`config.mk`:
```
export PLATFORM = sky130hd
export DESIGN_NAME = nsps_ctrl
export DESIGN_NICKNAME = d
export VERILOG_FILES = /design/src/nsps_pkg.sv /design/src/nsps_ctrl.sv
export SDC_FILE = /design/constraint.sdc
export NUM_CORES = 1
export LEC_CHECK = 0
export BUFFER_PORTS_ARGS = -buffer_cell sky130_fd_sc_hd__clkbuf_2
export CORE_AREA = 2 2 39 41
export DETAILED_ROUTE_END_ITERATION = 10
export DIE_AREA = 0 0 41 43
export PLACE_DENSITY = 0.4
export SKIP_CTS_REPAIR_TIMING = 1
export SLEW_MARGIN = 10
export SYNTH_ARGS = -nofsm -noshare
export SYNTH_HDL_FRONTEND = slang
export SYNTH_SLANG_ARGS = --single-unit
```
`constraint.sdc`:
```
create_clock -name clk -period 3.6 [get_ports clk]
set_clock_uncertainty 0.15 [all_clocks]
set_input_delay 0.54 -clock clk [delete_from_list [all_inputs] [get_ports clk]]
set_output_delay 0.54 -clock clk [all_outputs]
set_load 0.005 [all_outputs]
```
`src/nsps_pkg.sv`:
```
package nsps_pkg;

  // Item modes
  localparam logic [1:0] MODE_ADD   = 2'd0;
  localparam logic [1:0] MODE_CLEAR = 2'd1;
  localparam logic [1:0] MODE_QUERY = 2'd2;

  // Configuration register indexes
  localparam int unsigned CFG_IDX_W = 1;
  localparam int unsigned CFG_DATA_W = 15;
  localparam logic [CFG_IDX_W-1:0] CFG_TOLERANCE   = 1'd0;
  localparam logic [CFG_IDX_W-1:0] CFG_ENABLE_MASK = 1'd1;

  localparam logic [14:0] TOLERANCE_RESET   = 15'd128;
  localparam logic [3:0]  ENABLE_MASK_RESET = 4'hF;

  typedef struct packed {
    logic [1:0]         mode;
    logic signed [15:0] point_x;
    logic signed [15:0] point_y;
    logic [1:0]         cand_type;
    logic [7:0]         cand_priority;
  } in_item_t;

  typedef struct packed {
    logic               found;
    logic signed [15:0] snap_x;
    logic signed [15:0] snap_y;
    logic [1:0]         snap_type;
    logic [7:0]         snap_priority;
    logic [32:0]        distance_sq;
    logic [6:0]         entry_count;
    logic               overflow;
  } out_item_t;

  // One stored candidate, 42 bits
  typedef struct packed {
    logic signed [15:0] x;
    logic signed [15:0] y;
    logic [1:0]         ctype;
    logic [7:0]         prio;
  } entry_t;

  localparam int unsigned ENTRY_W = $bits(entry_t);

  // Controller to datapath
  typedef struct packed {
    logic accept;
    logic scan_step;
    logic load_out;
  } cmd_t;

  // Datapath to controller
  typedef struct packed {
    logic start_scan;
    logic scan_last;
    logic pipe_empty;
  } status_t;

endpackage

```
`src/nsps_ctrl.sv`:
```
module nsps_ctrl (
  input  logic             clk,
  input  logic             rst,
  input  logic             in_valid,
  output logic             in_ready,
  output logic             out_valid,
  input  logic             out_ready,
  input  nsps_pkg::status_t st,
  output nsps_pkg::cmd_t    cmd
);
  import nsps_pkg::*;

  typedef enum logic [1:0] {
    S_IDLE,
    S_SCAN,
    S_DRAIN,
    S_RESULT
  } state_t;

  state_t state;

  always_comb begin
    cmd.accept    = in_valid && in_ready;
    cmd.scan_step = (state == S_SCAN);
    cmd.load_out  = (state == S_RESULT) && (!out_valid || out_ready);
  end

  always_ff @(posedge clk) begin
    if (rst) begin
      state     <= S_IDLE;
      in_ready  <= 1'b1;
      out_valid <= 1'b0;
    end else begin
      if (cmd.load_out) begin
        out_valid <= 1'b1;
      end else if (out_ready) begin
        out_valid <= 1'b0;
      end

      unique case (state)
        S_IDLE: begin
          if (cmd.accept) begin
            in_ready <= 1'b0;
            state    <= st.start_scan ? S_SCAN : S_RESULT;
          end
        end
        S_SCAN: begin
          if (st.scan_last) begin
            state <= S_DRAIN;
          end
        end
        S_DRAIN: begin
          if (st.pipe_empty) begin
            state <= S_RESULT;
          end
        end
        S_RESULT: begin
          if (cmd.load_out) begin
            in_ready <= 1'b1;
            state    <= S_IDLE;
          end
        end
        default: state <= S_IDLE;
      endcase
    end
  end
endmodule

```
Word-level counts from Yosys, hierarchy flattened
Cells that the tools add are included.
- register bits: 4
- input port bits: 7
- output and inout bits: 5
- eq/ne operators: 7
- muxes and demuxes: 11
- reduce and logical (&&, ||, !) cells: 9
- operators by type and width (operator ; count):
    2-to-1 mux 2 bit ; 5
    != test 2 bit, second input constant ; 4
    one-hot mux 2 bit (4 select lines) ; 1
    equality test 2 bit, second input constant ; 2
    2-to-1 mux 1 bit ; 4
    AND reduction 4 bit ; 1
    nonzero test 2 bit ; 2
    AND reduction 3 bit ; 1
    equality test 2 x 1 -> 1 bit, second input constant ; 1
    logical AND 1 bit ; 2
    zero test 2 bit ; 1
    one-hot mux 1 bit (2 select lines) ; 1
    zero test 1 bit ; 1
    logical OR 1 bit ; 1

Depth between registers and ports, before layout
Gate-level depths: netlist of the first run.
- word-level depth: 5
- depth in mapped cells: 5

Least setup slack after synthesis of the first run
OpenSTA, ideal clock, no wires.
- path kind: in2out
- start: in out_ready
- end: out cmd[0] in the netlist's numbering
- data arrival time: 845 ps
- required time: 2910 ps
- slack: 2065 ps
- cell stages on the path: 2
- path through: nand2b_1 > and2_1
- RTL lines (element ; line ; text):
    start: declaration ; nsps_ctrl.sv:7 ; input logic out_ready,
    end: declaration ; nsps_ctrl.sv:9 ; output nsps_pkg::cmd_t cmd

==> impl_metrics.csv, run 1 <==
group,metric,value,unit
clocking,cts_made_buffers,3,
sta,rsz0062_at_grt,"false",
grt,antenna_found_initial,0,
route,wirelength,593,um
pwr,p_seq_share,29.0,%
pwr,p_switching,0.0956,mW
route,wl_met1,255,um
worst_setup_path,r2r_cells,5,
cells_and_area,area_growth,32.4,%
sta,max_freq,552,MHz
worst_setup_path,cp.required,2.91,ns
worst_setup_path,cp.arrival,1.12,ns
cells_and_area,antenna_cells,0,
placed_design,portBuffers,11,
cells_and_area,final.fill_count,150,
route,met2_length,282,um
min_path,hold_class,"register to register",
clocking,cts_root_buffer,"clkbuf_4",
sta,period_minus_slack,1.81,ns
pwr,swShare,36.5,%
route,routed_via_density,4.23,
run,cap_viol_max_count,0,
route,drc,0,
outcome,outcome,"complete, no violations",
pwr,p_clk_share,21.1,%
cells_and_area,drive_above_1_share,33.3,%
cells_and_area,finalInstanceArea,399,sq um
route,met3_length,55,um
cells_and_area,multi_input_area,206,sq um
floorplanning,coreArea,1380,sq um
synthesis,syn_nets,46,
pwr,power_leakage,0.200,nW
pwr,power_frac_comb,49.9,%
sta,finalSetupTns,0,ns
floorplanning,start_util,21.8,%
sta,worst_slew_pin_slew,0.246,ns
cells_and_area,final_nets,62,
clocking,h-tree-depth,1,
placed_design,place_congestion,0.688,
route,routed.top_layer,"met3",
synthesis,ys_seq_area_share,26.6,%
sta,fin_hold_ws,0.357,ns
synthesis,avgSynthCellArea,8.87,sq um
clocking,clk_pin_slew,0.04,ns
sta,slew_headroom,83.6,%
worst_setup_path,critPathCaptureType,"primary output",
worst_setup_path,cp_max_fo,5,
sta,final-setup-viol-count,0,
sta,hold_viol,0,
floorplanning,fp.dieH,43,um
synthesis,syn_inst,34,
cells_and_area,final-seq-area,80.1,sq um
floorplanning,ios,12,
grt,grt_usage,8.02,%
sta,drv_slew,0,
clocking,cts_sinks,4,
route,firstDrtPassIters,1,
clocking,cts_buffer_depth,2,
worst_setup_path,cp-start-kind,"register",
pwr,p_int,0.166,mW
worst_setup_path,critPathKind,"register to primary output",
sta,finalCritPeriodShare,50.3,%
clocking,cts_tree,"yes",
pwr,ir_worst_vdd,199,uV
pwr,p_total,0.262,mW
synthesis,synth.ff_latch_count,4,
grt,grt_max_degree,6,
route,vias,271,
synthesis,ys_warn_count,0,
placed_design,place_area,377,sq um
synthesis,netlist_area,302,sq um
floorplanning,rows,14,
min_path,hold_depth,2,
floorplanning,dieWidth,41,um
route,wl_per_cell,9.27,um
grt,overflow,0,
placed_design,dpl.hpwl,499,um
synthesis,ys_types,16,
route,drtAntennaViolNets,0,
floorplanning,dieArea,1760,sq um
grt,grt_pass1_wl,876,um
pwr,powerDensity,656,nW/um^2
grt,grt_pass1_vias,237,
route,first_iter_violations,0,
clocking,clk-insertion-delay-late,0.23,ns
placed cells by master, fill, tap and decap left out, drive strengths merged:
cell / count
clkbuf: 14
ha: 5
nand2b: 4
inv: 4
dfxtp: 4
a21oi: 3
nor2: 3
and2: 2
nand2: 1
o21bai: 1
nand3b: 1
a21bo: 1
and4: 1
a31oi: 1
a2111oi: 1
a211o: 1
mux2i: 1
cell families (layout without fill, tap and decap cells):
kind of cell,Yosys count,after routing,share of synthesized area (%)
AND/OR/NAND/NOR,12,12,23.6
buffers and inverters,4,18,4.98
flip-flops,4,4,26.6
multiplexers,1,1,3.32
adder cells (fa/ha/maj),5,5,20.7
AO/OA/AOI/OAI,8,8,20.7
per-stage QoR:
| stage | std cells | utilization [%] | setup slack [ns] |
|---|---|---|---|
| 2_1_floorplan | 34 | - | 2.07 |
| 3_3_place_gp | 61 | 27.2 | 1.88 |
| 3_5_place_dp | 61 | 27.2 | 1.87 |
| 4_1_cts | 64 | 28.8 | 1.77 |
| 5_1_grt | 64 | 28.8 | 1.70 |
| 6_report | 64 | 28.8 | 1.79 |
critical path, stage by stage (launching register included):
cell	delay (ns)
dfxtp_1	0.41
ha_1	0.24
and2_1	0.14
clkbuf_2	0.10
layout make-up:
| class | count | share of cell area, % |
|---|---|---|
| Tap cell | 16 | 5.02 |
| Inverter | 4 | 3.76 |
| Clock buffer | 3 | 5.64 |
| Multi-Input combinational cell | 26 | 51.7 |
| Sequential cell | 4 | 20.1 |
| Timing Repair Buffer | 11 | 13.8 |
registers in the layout (all words and copies together) (netlist names):
signal	count
out_valid	1
state	2
in_ready	1
layer usage:
metal	up-vias	global-route usage [%]
li1	143	-
met4	0	0
met3	0	9.42
met2	8	10.6
met5	-	0
met1	120	8.97
synth_stat cells (all sizes together):
library cell	number	area, sq um
inv	4	15.0
ha	5	62.6
and4	1	11.3
nand3b	1	7.51
a21oi	3	15.0
a21bo	1	10.0
nand2b	4	25.0
o21bai	1	7.51
nor2	3	11.3
a211o	1	8.76
a2111oi	1	15.0
a31oi	1	6.26
mux2i	1	10.0
dfxtp	4	80.1
and2	2	12.5
nand2	1	3.75
final timing paths:
path | from | end | slack [ns]
worst min-delay path | state[1] | state[1] | 0.36
worst min register to register | state[1] | state[1] | 0.36
worst max register to register | state[0] | state[0] | 1.98
worst max-delay path | state[0] | cmd[0] | 1.79
power groups by stage:
| stage | Clock (mW) | Combinational, mW | Sequential, mW |
|---|---|---|---|
| 2_1_floorplan | 0 | 0.100 | 0.0732 |
| 3_3_place_gp | 0 | 0.135 | 0.0780 |
| 3_5_place_dp | 0 | 0.133 | 0.0772 |
| 4_1_cts | 0.0586 | 0.133 | 0.0766 |
| 5_1_grt | 0.0625 | 0.145 | 0.0792 |
| 6_report | 0.0551 | 0.131 | 0.0759 |
(Power assumes the default switching activity.)
==> run 2, diff against run 1 <==
==> constraint.sdc (replaced) <==
create_clock -name clk -period 1.7 [get_ports clk]
set_clock_uncertainty 0.15 [all_clocks]
set_input_delay 0.255 -clock clk [delete_from_list [all_inputs] [get_ports clk]]
set_output_delay 0.255 -clock clk [all_outputs]
set_load 0.005 [all_outputs]
==> impl_metrics.csv, run 2 (synthesized netlist as in run 1, its figures left out) <==
group,metric,value,unit
min_path,hold_class,"input port to register",
route,first_iter_violations,2,
cells_and_area,final_nets,63,
placed_design,place_ws,0.104,ns
sta,worst_slew_pin_slew,0.237,ns
worst_setup_path,cp_top_family,"compound AO/OA/AOI/OAI gates",
worst_setup_path,r2r_cells,5,
pwr,ir_worst_vdd,388,uV
cells_and_area,final_cells,65,
worst_setup_path,cp.arrival,1.56,ns
placed_design,dp.cells,62,
route,vias,274,
worst_setup_path,regToRegSetupSlack,0.12,ns
worst_setup_path,critPathCaptureType,"register",
pwr,p_switching,0.205,mW
sta,rsz0062_at_grt,"false",
worst_setup_path,r2r-start,"state[1]",
grt,use_met2,10.3,%
pwr,p_clk_share,20.4,%
worst_setup_path,cp_max_fo,4,
sta,max_freq,634,MHz
pwr,p_int,0.366,mW
cells_and_area,reg_top3,"state x2, in_ready x1, out_valid x1",
worst_setup_path,cp.required,1.68,ns
sta,hold_viol,0,
cells_and_area,mostFrequentLayoutCells,"clkbuf_2, nand2b_1, inv_1, ha_1, dfxtp_1",
cells_and_area,drive_above_1_share,36.7,%
cells_and_area,final.fill_count,143,
worst_setup_path,worstPathCellList,"inv_1, ha_2, a21bo_1, and4_4, a2111oi_2",
grt,overflow,0,
worst_setup_path,critPathKind,"register to register",
sta,finalCritPeriodShare,92.7,%
floorplanning,coreArea,1380,sq um
worst_setup_path,critical_path.reg2reg.endpoint,"state[0]",
sta,final-setup-viol-count,0,
cells_and_area,largest_reg_flops,2,
pwr,powerDensity,1400,nW/um^2
route,firstDrtPassIters,4,
grt,use_met3,4.71,%
grt,grt_max_degree,6,
sta,worst_slack,0.124,ns
clocking,cts_root_buffer,"clkbuf_4",
min_path,hold_start,"rst",
clocking,h-tree-depth,1,
floorplanning,fp.dieH,43,um
placed_design,place_congestion,0.655,
pwr,power_leakage,0.204,nW
clocking,cts_sinks,4,
cells_and_area,largest-register,"state",
clocking,clk_pin_slew,0.04,ns
cells_and_area,utilization,29.6,%
cells_and_area,mostFrequentLayoutCell,"clkbuf_2",
route,drtAntennaViolNets,0,
clocking,cts_tree,"yes",
run,cap_viol_max_count,0,
sta,period_minus_slack,1.58,ns
placed_design,dpl.hpwl,503,um
cells_and_area,antenna_cells,0,
clocking,cts_buffer_depth,2,
grt,antenna_found_initial,0,
min_path,hold_end,"state[0]",
pwr,p_total,0.571,mW
worst_setup_path,cpPeakStageDelay,0.33,ns
floorplanning,dieArea,1760,sq um
clocking,clk-insertion-delay-late,0.23,ns
grt,grt_pass1_wl,952,um
outcome,outcome,"complete, no violations",
sta,slew_headroom,84.2,%
sta,drv_slew,0,
floorplanning,ios,12,
grt,grt_busiest_layer,"met1",
grt,grt_pass1_vias,245,
pwr,swShare,36.0,%
route,drc,0,
floorplanning,dieWidth,41,um
route,wl_per_cell,8.86,um
floorplanning,start_util,21.8,%
pwr,p_seq_share,27.4,%
pwr,power_frac_comb,52.2,%
grt,met1_usage,10.9,%
placed_design,portBuffers,11,
worst_setup_path,slowest_stage,"dfxtp_1",
sta,finalSetupTns,0,ns
clocking,cts_made_buffers,3,
min_path,hold_depth,2,
worst_setup_path,cp-start-kind,"register",
route,routed_via_density,4.22,
floorplanning,rows,14,
worst_setup_path,critPathBufInv,1,
cells_and_area,area_growth,35.7,%
route,wirelength,576,um
grt,grt_usage,8.23,%
run 2: power groups by stage:
stage          combinational, mW  sequential, mW  clock (mW)
6_report                   0.298           0.156       0.116
3_5_place_dp               0.300           0.158           0
5_1_grt                    0.343           0.162       0.130
2_1_floorplan              0.213           0.155           0
4_1_cts                    0.301           0.157       0.119
3_3_place_gp               0.304           0.163           0
run 2: how the worst max path moves through the flow:
stage | from | endpoint | slack, ns | depth (start not counted)
after floorplan | state[0] | state[0] | 0.20 | 5
after global placement | state[0] | state[0] | 0.05 | 5
after detailed placement | state[1] | state[0] | 0.10 | 5
after CTS | state[1] | state[0] | 0.09 | 5
after global routing | state[1] | state[0] | 0.005 | 5
final | state[1] | state[0] | 0.12 | 5
run 2: final cells by class:
cell class | count | area [sq um] | share of cell area, %
multi-input cells | 26 | 209 | 51.1
flip-flops and latches | 4 | 80.1 | 19.6
repair buffers | 12 | 62.6 | 15.3
clock buffers | 3 | 22.5 | 5.50
well taps | 16 | 20.0 | 4.89
inverters | 4 | 15.0 | 3.67
run 2: layer usage:
layer | share of wire [%] | vias to the layer above | routed length, um
li1 | - | 151 | -
met5 | 0 | - | 0
met2 | 45 | 9 | 258
met4 | 0 | 0 | 0
met3 | 5.4 | 0 | 31
met1 | 49 | 114 | 285
run 2: worst reg2reg max path, stage by stage (launching register included):
cell and delay [ns]:
dfxtp_1 0.33, inv_1 0.11, ha_2 0.20, a21bo_1 0.21
and4_4 0.20, a2111oi_2 0.27
run 2: stage by stage:
stage / hold slack, ns / instance area [sq um]
floorplan: 0.174 / 302
global placement: 0.358 / 384
detailed placement: 0.353 / 384
CTS: 0.111 / 407
global route: 0.119 / 409
finish: 0.111 / 409
